==> config.mk <==
export PLATFORM = sky130hd
export DESIGN_NAME = expression_token_lexer
export DESIGN_NICKNAME = d
export VERILOG_FILES = /design/src/sv/lxr_pkg.sv /design/src/sv/lxr_front.sv /design/src/sv/lxr_queue.sv /design/src/sv/lxr_back.sv /design/src/sv/expression_token_lexer.sv
export SDC_FILE = /design/constraint.sdc
export NUM_CORES = 1
export LEC_CHECK = 0
export BUFFER_PORTS_ARGS = -buffer_cell sky130_fd_sc_hd__buf_2
export CAP_MARGIN = 20
export CORE_MARGIN = 1
export CORE_UTILIZATION = 62
export CTS_BUF_LIST = sky130_fd_sc_hd__clkbuf_16
export CTS_CLUSTER_SIZE = 30
export DETAILED_ROUTE_END_ITERATION = 8
export MAX_ROUTING_LAYER = met4
export PLACE_DENSITY = 0.8
export SLEW_MARGIN = 25
export SYNTH_ARGS = -nofsm -noshare
export SYNTH_HDL_FRONTEND = slang
export SYNTH_SLANG_ARGS = --single-unit
==> constraint.sdc <==
create_clock -name clk -period 8.7 [get_ports clk]
set_clock_uncertainty 0.2 [all_clocks]
set_input_delay 1.74 -clock clk [delete_from_list [all_inputs] [get_ports clk]]
set_output_delay 1.74 -clock clk [all_outputs]
set_load 0.03 [all_outputs]
==> src/sv/lxr_pkg.sv <==
// Shared types, constants and helper functions for the expression token lexer.
// Used by lxr_front, lxr_queue, lxr_back and expression_token_lexer; depends on nothing.
`default_nettype none
package lxr_pkg;

  localparam int MAX_INPUT_LEN = 4096;
  localparam int VALUE_WIDTH   = 32;
  localparam int QUEUE_DEPTH   = 4;
  localparam int QPTR_W        = $clog2(QUEUE_DEPTH);

  localparam int POS_MAX_INT = (MAX_INPUT_LEN - 1 < 4095) ? MAX_INPUT_LEN - 1 : 4095;
  localparam logic [11:0] POS_MAX = 12'(POS_MAX_INT);
  localparam logic [31:0] VAL_MAX = (VALUE_WIDTH >= 32) ? 32'hFFFF_FFFF :
                                    32'((64'd1 << VALUE_WIDTH) - 64'd1);
  localparam logic [11:0] COUNT_MAX = 12'hFFF;

  localparam logic [7:0] CH_NUL   = 8'h00;
  localparam logic [7:0] CH_PLUS  = 8'h2B;
  localparam logic [7:0] CH_MINUS = 8'h2D;
  localparam logic [7:0] CH_SLASH = 8'h2F;
  localparam logic [7:0] CH_STAR  = 8'h2A;
  localparam logic [7:0] CH_CARET = 8'h5E;
  localparam logic [7:0] CH_COMMA = 8'h2C;
  localparam logic [7:0] CH_LPAR  = 8'h28;
  localparam logic [7:0] CH_RPAR  = 8'h29;
  localparam logic [7:0] CH_DIE   = 8'h64;
  localparam logic [7:0] CH_POINT = 8'h2E;
  localparam logic [7:0] CH_ZERO  = 8'h30;
  localparam logic [7:0] CH_NINE  = 8'h39;
  localparam logic [7:0] CH_SPACE = 8'h20;
  localparam logic [7:0] CH_TAB   = 8'h09;
  localparam logic [7:0] CH_CR    = 8'h0D;

  typedef enum logic [2:0] {
    MODE_START,
    MODE_DICE,
    MODE_ID,
    MODE_INT,
    MODE_FRAC
  } lex_mode_t;

  typedef enum logic [2:0] {
    KIND_CHAR = 3'd0,
    KIND_INT  = 3'd1,
    KIND_DEC  = 3'd2,
    KIND_ID   = 3'd3,
    KIND_EOI  = 3'd4,
    KIND_ERR  = 3'd5
  } token_kind_t;

  typedef struct packed {
    token_kind_t kind;
    logic [7:0]  ch;
    logic [11:0] start;
    logic [11:0] len;
    logic [31:0] whole;
    logic [31:0] frac;
    logic [11:0] digits;
    logic        sat;
  } token_t;

  // One queue entry holds every token a single byte produced.
  typedef struct packed {
    logic   has_a;
    token_t tok_a;
    logic   has_b;
    token_t tok_b;
  } entry_t;

  // Returns {saturated, acc * 10 + d clamped to VAL_MAX}.
  function automatic logic [32:0] acc_digit(input logic [31:0] acc, input logic [3:0] d);
    logic [35:0] v;
    v = ({4'b0, acc} << 3) + ({4'b0, acc} << 1) + {32'b0, d};
    if (v > {4'b0, VAL_MAX}) begin
      return {1'b1, VAL_MAX};
    end
    return {1'b0, v[31:0]};
  endfunction

endpackage
`default_nettype wire

==> src/sv/lxr_front.sv <==
// Front end of the lexer: accepts bytes, runs the mode machine and builds token entries.
// Depends on lxr_pkg.
`default_nettype none
module lxr_front (
  input  wire logic            clk,
  input  wire logic            rst,
  input  wire logic            in_valid,
  output logic                 in_ready,
  input  wire logic [7:0]      char_in,
  input  wire logic            queue_full,
  output logic                 push,
  output lxr_pkg::entry_t      push_entry
);

  lxr_pkg::lex_mode_t mode, mode_next;
  logic [11:0] pos, pos_next;
  logic [11:0] tstart, tstart_next;
  logic [31:0] whole, whole_next;
  logic [31:0] frac, frac_next;
  logic [11:0] fcount, fcount_next;
  logic        sat, sat_next;
  logic        accept;
  logic        pend;
  logic        is_dig, is_let, is_op, is_blank;
  logic [11:0] len;
  logic [3:0]  dval;
  logic [32:0] acc_w, acc_f;
  lxr_pkg::entry_t ent;

  assign in_ready = !queue_full;
  assign accept   = in_valid && in_ready;
  assign is_dig   = (char_in >= lxr_pkg::CH_ZERO) && (char_in <= lxr_pkg::CH_NINE);
  assign is_let   = (char_in >= 8'h61 && char_in <= 8'h7A) || (char_in >= 8'h41 && char_in <= 8'h5A);
  assign is_op    = (char_in == lxr_pkg::CH_PLUS) || (char_in == lxr_pkg::CH_MINUS) ||
                    (char_in == lxr_pkg::CH_SLASH) || (char_in == lxr_pkg::CH_STAR) ||
                    (char_in == lxr_pkg::CH_CARET) || (char_in == lxr_pkg::CH_COMMA) ||
                    (char_in == lxr_pkg::CH_LPAR) || (char_in == lxr_pkg::CH_RPAR);
  assign is_blank = (char_in == lxr_pkg::CH_SPACE) ||
                    (char_in >= lxr_pkg::CH_TAB && char_in <= lxr_pkg::CH_CR);
  assign len      = pos - tstart;
  assign dval     = 4'(char_in - lxr_pkg::CH_ZERO);
  assign acc_w    = lxr_pkg::acc_digit(whole, dval);
  assign acc_f    = lxr_pkg::acc_digit(frac, dval);

  always_ff @(posedge clk) begin
    if (rst) begin
      mode   <= lxr_pkg::MODE_START;
      pos    <= '0;
      tstart <= '0;
      whole  <= '0;
      frac   <= '0;
      fcount <= '0;
      sat    <= 1'b0;
    end else if (accept) begin
      mode   <= mode_next;
      pos    <= pos_next;
      tstart <= tstart_next;
      whole  <= whole_next;
      frac   <= frac_next;
      fcount <= fcount_next;
      sat    <= sat_next;
    end
  end

  always_comb begin
    mode_next   = mode;
    tstart_next = tstart;
    whole_next  = whole;
    frac_next   = frac;
    fcount_next = fcount;
    sat_next    = sat;
    pend        = 1'b1;
    ent         = '0;
    ent.tok_a.start = tstart;
    ent.tok_a.len   = len;
    ent.tok_b.start = pos;

    case (mode)
      lxr_pkg::MODE_DICE: begin
        if (is_let) begin
          mode_next = lxr_pkg::MODE_ID;
          pend      = 1'b0;
        end else begin
          ent.has_a      = 1'b1;
          ent.tok_a.kind = lxr_pkg::KIND_CHAR;
          ent.tok_a.ch   = lxr_pkg::CH_DIE;
          mode_next      = lxr_pkg::MODE_START;
        end
      end
      lxr_pkg::MODE_ID: begin
        if (is_let || is_dig) begin
          pend = 1'b0;
        end else begin
          ent.has_a      = 1'b1;
          ent.tok_a.kind = lxr_pkg::KIND_ID;
          mode_next      = lxr_pkg::MODE_START;
        end
      end
      lxr_pkg::MODE_INT: begin
        if (char_in == lxr_pkg::CH_POINT) begin
          mode_next = lxr_pkg::MODE_FRAC;
          pend      = 1'b0;
        end else if (is_dig) begin
          whole_next = acc_w[31:0];
          sat_next   = sat | acc_w[32];
          pend       = 1'b0;
        end else begin
          ent.has_a       = 1'b1;
          ent.tok_a.kind  = lxr_pkg::KIND_INT;
          ent.tok_a.whole = whole;
          ent.tok_a.sat   = sat;
          mode_next       = lxr_pkg::MODE_START;
        end
      end
      lxr_pkg::MODE_FRAC: begin
        if (is_dig) begin
          frac_next   = acc_f[31:0];
          fcount_next = (fcount < lxr_pkg::COUNT_MAX) ? fcount + 12'd1 : fcount;
          sat_next    = sat | acc_f[32] | (fcount == lxr_pkg::COUNT_MAX);
          pend        = 1'b0;
        end else begin
          ent.has_a        = 1'b1;
          ent.tok_a.kind   = lxr_pkg::KIND_DEC;
          ent.tok_a.whole  = whole;
          ent.tok_a.frac   = frac;
          ent.tok_a.digits = fcount;
          ent.tok_a.sat    = sat;
          mode_next        = lxr_pkg::MODE_START;
        end
      end
      default: begin
        mode_next = lxr_pkg::MODE_START;
      end
    endcase

    if (pend) begin
      if (is_op) begin
        ent.has_b      = 1'b1;
        ent.tok_b.kind = lxr_pkg::KIND_CHAR;
        ent.tok_b.ch   = char_in;
        ent.tok_b.len  = 12'd1;
      end else if (char_in == lxr_pkg::CH_DIE) begin
        mode_next   = lxr_pkg::MODE_DICE;
        tstart_next = pos;
      end else if (is_dig) begin
        mode_next   = lxr_pkg::MODE_INT;
        tstart_next = pos;
        whole_next  = {28'b0, dval};
        frac_next   = '0;
        fcount_next = '0;
        sat_next    = 1'b0;
      end else if (is_let) begin
        mode_next   = lxr_pkg::MODE_ID;
        tstart_next = pos;
      end else if (is_blank) begin
        ent.has_b = 1'b0;
      end else if (char_in == lxr_pkg::CH_NUL) begin
        ent.has_b      = 1'b1;
        ent.tok_b.kind = lxr_pkg::KIND_EOI;
      end else begin
        ent.has_b      = 1'b1;
        ent.tok_b.kind = lxr_pkg::KIND_ERR;
        ent.tok_b.ch   = char_in;
        ent.tok_b.len  = 12'd1;
      end
    end

    if (char_in == lxr_pkg::CH_NUL) begin
      mode_next   = lxr_pkg::MODE_START;
      pos_next    = '0;
      tstart_next = '0;
      whole_next  = '0;
      frac_next   = '0;
      fcount_next = '0;
      sat_next    = 1'b0;
    end else begin
      pos_next = (pos < lxr_pkg::POS_MAX) ? pos + 12'd1 : lxr_pkg::POS_MAX;
    end
  end

  assign push       = accept && (ent.has_a || ent.has_b);
  assign push_entry = ent;

endmodule
`default_nettype wire

==> src/sv/lxr_queue.sv <==
// Short register queue of token entries between the lexer front and back.
// Depends on lxr_pkg.
`default_nettype none
module lxr_queue (
  input  wire logic            clk,
  input  wire logic            rst,
  input  wire logic            push,
  input  wire lxr_pkg::entry_t push_entry,
  output logic                 full,
  input  wire logic            pop,
  output logic                 head_valid,
  output lxr_pkg::entry_t      head
);

  lxr_pkg::entry_t slots [lxr_pkg::QUEUE_DEPTH];
  logic [lxr_pkg::QPTR_W-1:0] wr_ptr, rd_ptr;
  logic [lxr_pkg::QPTR_W:0]   count;
  logic                       do_pop;

  assign full       = (count == (lxr_pkg::QPTR_W + 1)'(lxr_pkg::QUEUE_DEPTH));
  assign head_valid = (count != '0);
  assign head       = slots[rd_ptr];
  assign do_pop     = pop && head_valid;

  always_ff @(posedge clk) begin
    if (push) begin
      slots[wr_ptr] <= push_entry;
    end
  end

  always_ff @(posedge clk) begin
    if (rst) begin
      wr_ptr <= '0;
      rd_ptr <= '0;
      count  <= '0;
    end else begin
      if (push) begin
        wr_ptr <= wr_ptr + 1'b1;
      end
      if (do_pop) begin
        rd_ptr <= rd_ptr + 1'b1;
      end
      if (push && !do_pop) begin
        count <= count + 1'b1;
      end else if (do_pop && !push) begin
        count <= count - 1'b1;
      end
    end
  end

endmodule
`default_nettype wire

==> src/sv/lxr_back.sv <==
// Back end of the lexer: sends the one or two tokens of each queue entry as output beats.
// Depends on lxr_pkg.
`default_nettype none
module lxr_back (
  input  wire logic            clk,
  input  wire logic            rst,
  input  wire logic            head_valid,
  input  wire lxr_pkg::entry_t head,
  output logic                 pop,
  output logic                 out_valid,
  input  wire logic            out_ready,
  output lxr_pkg::token_t      tok,
  output logic                 last
);

  logic phase, phase_next;
  logic sel_b;
  logic beat;

  assign sel_b     = phase || !head.has_a;
  assign tok       = sel_b ? head.tok_b : head.tok_a;
  assign last      = sel_b || !head.has_b;
  assign out_valid = head_valid;
  assign beat      = out_valid && out_ready;
  assign pop       = beat && last;

  always_comb begin
    phase_next = phase;
    if (beat) begin
      phase_next = !last;
    end
  end

  always_ff @(posedge clk) begin
    if (rst) begin
      phase <= 1'b0;
    end else begin
      phase <= phase_next;
    end
  end

endmodule
`default_nettype wire

==> src/sv/expression_token_lexer.sv <==
// A token is offered from the queue slot registers once its byte has been accepted.
// Throughput: one byte per cycle unless the queue is full. A byte that closes a token
// and is an operator, end marker or bad byte gives two output beats, and the output
// side then sets the rate. Reset clears the lexer mode, position, accumulators, queue
// and output phase. Top level of the expression token lexer; instantiates lxr_front,
// lxr_queue, lxr_back. Depends on lxr_pkg.
`default_nettype none
module expression_token_lexer (
  input  wire logic        clk,
  input  wire logic        rst,
  input  wire logic        in_valid,
  output logic             in_ready,
  input  wire logic [7:0]  char_in,
  output logic             out_valid,
  input  wire logic        out_ready,
  output logic [2:0]       token_kind,
  output logic [7:0]       token_char,
  output logic [11:0]      start_pos,
  output logic [11:0]      token_length,
  output logic [31:0]      whole_value,
  output logic [31:0]      frac_value,
  output logic [11:0]      frac_digits,
  output logic             value_saturated,
  output logic             last_of_run
);

  logic            queue_full;
  logic            push;
  lxr_pkg::entry_t push_entry;
  logic            pop;
  logic            head_valid;
  lxr_pkg::entry_t head;
  lxr_pkg::token_t tok;

  lxr_front u_front (
    .clk        (clk),
    .rst        (rst),
    .in_valid   (in_valid),
    .in_ready   (in_ready),
    .char_in    (char_in),
    .queue_full (queue_full),
    .push       (push),
    .push_entry (push_entry)
  );

  lxr_queue u_queue (
    .clk        (clk),
    .rst        (rst),
    .push       (push),
    .push_entry (push_entry),
    .full       (queue_full),
    .pop        (pop),
    .head_valid (head_valid),
    .head       (head)
  );

  lxr_back u_back (
    .clk        (clk),
    .rst        (rst),
    .head_valid (head_valid),
    .head       (head),
    .pop        (pop),
    .out_valid  (out_valid),
    .out_ready  (out_ready),
    .tok        (tok),
    .last       (last_of_run)
  );

  assign token_kind      = tok.kind;
  assign token_char      = tok.ch;
  assign start_pos       = tok.start;
  assign token_length    = tok.len;
  assign whole_value     = tok.whole;
  assign frac_value      = tok.frac;
  assign frac_digits     = tok.digits;
  assign value_saturated = tok.sat;

  a_first_not_final: assert property (@(posedge clk) disable iff (rst)
    out_valid && !last_of_run |->
      (token_kind != lxr_pkg::KIND_EOI) && (token_kind != lxr_pkg::KIND_ERR))
    else $error("end or error token offered before the last beat of its byte");

  a_second_follows: assert property (@(posedge clk) disable iff (rst)
    out_valid && out_ready && !last_of_run |=> out_valid)
    else $error("second token of a byte was lost");

  a_eoi_empty: assert property (@(posedge clk) disable iff (rst)
    out_valid && token_kind == lxr_pkg::KIND_EOI |->
      token_length == 12'd0 && whole_value == 32'd0)
    else $error("end-of-input token carries length or value");

  a_stall_only_full: assert property (@(posedge clk) disable iff (rst)
    !in_ready |-> out_valid)
    else $error("input stalled while no token is waiting");

endmodule
`default_nettype wire
==> Flow_metrics.wiki <==
{| class="wikitable"
! Metric !! Value
|-
| Detailed placement HPWL || about 45 mm
|-
| Vias in the first global route || roughly 19000
|-
| Setup Buffers After CTS || 0
|-
| Number of levels in the clock H-tree || 2
|-
| Maximum root-to-sink buffer count || 3
|-
| Number of enable flip-flop cells after synthesis || 516
|-
| Slew at the pin closest to its max-slew limit || a little under 1 ns
|-
| Type of the worst setup path || register to primary output
|-
| Worst setup slack for register-to-register paths || just over 4 ns
|-
| Clock tree root buffer cell || clkbuf_16
|-
| Die Span Y || between 200 and 250 um
|-
| Number of cells produced by synthesis || roughly 2200
|-
| Starting Density || a little over three fifths
|-
| Worst Hold Class || register to register
|-
| Number of buffers added on ports || around 130
|-
| Total of flip-flops plus latches after synthesis || 630
|-
| Total number of vias || 19480
|-
| Static leakage || 12.37 nW
|-
| Grt peak-use layer || met2
|-
| Antenna violations before repair || 6
|-
| Clock sink count || between 600 and 700
|-
| Synthesis warning total || 0
|-
| Cell Pwr Density || around 260 nW/um^2
|-
| Final Core Density || a little over two thirds
|-
| Later-pin clock latency in the skew report || between 0.6 and 0.7 ns
|-
| Portion of the post-synthesis area used by sequential elements || slightly below 60%
|-
| Total number of nets in the final design || 2471
|-
| Setup TNS || 0 ns
|-
| Number of slew-limit violations in the final report || 0
|-
| Number of stages on the worst setup path || 6
|-
| R2r startpoint || u_front.frac[2]$_SDFFE_PP0P_
|-
| Cell mode on critical path || mux4_2
|-
| Achievable clock frequency || 164.7 MHz
|-
| Antenna violation net count after detailed routing || 0
|-
| Maximum net fanout on the critical path || a little under 70
|-
| Total global routing overflow || 0
|-
| Final setup fails || 0
|-
| IR Drop Worst-Case VDD || roughly 0.00021 V
|-
| Number of buffers and inverters on the critical path || 2
|-
| Number of cells upsized or downsized after cts || 0
|-
| WL final || a little over 70 mm
|-
| Cells on worst reg2reg path || 12
|-
| Average wire length per cell after detail routing || between 20 and 25 um
|-
| Avg Vias per Cell || between 6 and 7
|-
| Worst path cell trace || mux4_2 -> nand2b_4 -> buf_4 -> mux4_2 -> mux2_2 -> buf_2
|-
| Final clock period utilization by the worst path || 69.79%
|-
| Largest incremental delay on the critical path || about 0.90 ns
|-
| First-pass GRT wire length || ~110 mm
|-
| Routing usage on met1 || ~39%
|-
| Worst setup path endpoint || token_length[0]
|-
| Final hold violation count || 0
|-
| Kind of start point of the critical path || register
|-
| Die extent in x || roughly 220 um
|-
| Fraction of final layout cells with drive strength greater than 1 || 17.80%
|-
| Pin count of the biggest net entering global routing || 82
|-
| Setup crit end kind || primary output
|-
| Clock slew at reported path FFs || around 0.060 ns
|-
| Clock tree from TritonCTS || built
|-
| Critical path required time || between 6 and 7 ns
|-
| Initial DRT Pass Iterations || 6
|-
| Summed instance area of the synthesized netlist || ~30000 sq um
|-
| Routability-driven placement congestion ratio || between 0.9 and 1
|-
| Total of fill cells in the finished design || ~3100
|-
| Post-synth cell types || just under 90
|-
| Met2 Use GR || 46.92%
|-
| Inserted Clock Buffers || 60
|-
| DR iter-0 viols || a little under 2000
|-
| Net Count, Synth || approximately 2400
|-
| Power after layout || 8.615 mW
|-
| Number of rows created at floorplan || 80
|-
| Met3 track demand over resource in global routing || under 10%
|-
| Std-Cell Core Area || 47950 sq um
|-
| Standard cell with the maximum stage delay on the critical path || dfxtp_4
|-
| Headroom to the max-slew limit || roughly a third
|-
| Setup repair after global routing missed its margin || false
|-
| Endpoint of the worst register-to-register path || u_front.frac[6]$_SDFFE_PP0P_
|-
| Total Routing Usage GR || a little under 30%
|-
| Share of synthesized flip-flops with an asynchronous set or reset || 0%
|-
| Hold-fix buffer count after cts || 0
|-
| # Max-Cap Violations || 0
|-
| Status || finished clean
|-
| Area Growth Syn to Fin || 10.55%
|-
| Number of placed I/O pins || 127
|-
| Critical path data arrival time || 4.13 ns
|-
| Primary flip-flop cell chosen by synthesis mapping || edfxtp_1
|-
| Total DRC errors in the routed layout || 0
|-
| Mean Syn Cell Area || approximately 14 sq um
|-
| Area of the die || between 40000 and 50000 sq um
|-
| Minimum period implied by the final worst setup slack || between 6 and 7 ns
|-
| Worst path top cell family by delay || multiplexers
|}
how the worst min path moves through the flow:
stage	start	cells past startpoint	endpoint	slack (ns)
2_1_floorplan	u_back.phase$_SDFFE_PP0P_	2	u_back.phase$_SDFFE_PP0P_	0.23
6_report	u_back.phase$_SDFFE_PP0P_	2	u_back.phase$_SDFFE_PP0P_	0.28
3_5_place_dp	u_back.phase$_SDFFE_PP0P_	2	u_back.phase$_SDFFE_PP0P_	0.27
5_1_grt	u_back.phase$_SDFFE_PP0P_	2	u_back.phase$_SDFFE_PP0P_	0.32
4_1_cts	u_back.phase$_SDFFE_PP0P_	2	u_back.phase$_SDFFE_PP0P_	0.28
3_3_place_gp	u_back.phase$_SDFFE_PP0P_	2	u_back.phase$_SDFFE_PP0P_	0.26
flip-flops by register name (all words and copies together) (netlist names), 2 cells and up, named ones only:
signal	count
u_queue.slots	516
u_queue.rd_ptr	2
u_front.whole	32
u_queue.count	3
u_queue.wr_ptr	2
u_front.mode	3
u_front.frac	32
u_front.pos	12
u_front.tstart	12
u_front.fcount	12
cell usage after synthesis, drive strengths merged (21+ instances only):
| library cell | number | area (sq um) |
|---|---|---|
| a211oi | 21 | 162.6 |
| a21o | 22 | 165.2 |
| a21oi | 151 | 759.5 |
| a22oi | 25 | 187.7 |
| and2 | 64 | 400.4 |
| and3 | 60 | 375.4 |
| buf | 39 | 205.2 |
| clkbuf | 83 | 312.8 |
| dfxtp | 114 | 2282 |
| edfxtp | 516 | 15490 |
| ha | 144 | 1802 |
| inv | 43 | 161.4 |
| mux4 | 129 | 2905 |
| nand2 | 94 | 352.8 |
| nand3 | 37 | 185.2 |
| nand4 | 22 | 137.6 |
| nor2 | 143 | 544.3 |
| nor2b | 97 | 606.8 |
| nor3 | 33 | 181.4 |
| o21ai | 83 | 419.2 |
| o2bb2ai | 25 | 219.0 |
| xnor2 | 40 | 350.3 |
| xor2 | 25 | 219.0 |
tightest hold or removal path: stages, from the launching register on:
cell and delay, ns:
dfxtp_1 0.32, nand2_1 0.06, a21oi_1 0.05
area by class of cell:
class                           count  area, sq um  area share, %
Clock buffer                       60         1501          4.489
Multi-Input combinational cell   1425        11830          35.37
Clock inverter                     53        550.5          1.646
Inverter                           43        161.4         0.4826
Tap cell                          615        769.5          2.301
Timing Repair Buffer              149        832.0          2.488
Sequential cell                   630        17780          53.18
Antenna cell                        6        15.01        0.04489
per-layer routing:
| metal | share of wire [%] | routed length [um] |
|---|---|---|
| met2 | 48 | 34030 |
| met4 | 2.6 | 1831 |
| met5 | 0 | 0 |
| met1 | 42 | 29550 |
| met3 | 7.2 | 5063 |
cell families after synthesis:
logic type / share of synthesized area, %
AOI/OAI and AO/OA: 9.897
adders and majority gates: 6.352
DFF: 58.76
muxes: 10.26
and+or+nand+nor: 10.61
buffers and inverters: 2.246
xor gates and xnor gates: 1.882
through the flow:
step	cells	setup WS, ns	cell area (sq um)	hold slack [ns]
floorplan	2220	1.719	30250	0.2312
global placement	2861	2.744	31340	0.2557
detailed placement	2861	2.574	31350	0.2721
CTS	2974	2.516	33400	0.2807
global route	2981	2.406	33440	0.3226
finish	2981	2.629	33440	0.2825
cell usage in the layout, fill, tap and decap left out, drive strengths merged, types with 14 or more instances in the layout:
cell type,n
and2,64
a31oi,14
ha,144
buf,149
xnor2,40
nand3,37
and3,60
a22oi,25
mux2,14
clkbuf,60
nor2b,97
dfxtp,114
xor2,25
nor2,143
nand4,22
o2bb2ai,25
nand2,94
a21oi,151
mux4,129
edfxtp,516
a211oi,21
inv,57
a21o,22
o21ai,83
nor3,33
clkinv,24
power breakdown:
group          switching [mW]  internal (mW)
combinational            1.42          0.863
sequential              0.129           3.52
clock                    1.15           1.54
Note: power is estimated with default switching activity, not from simulation.
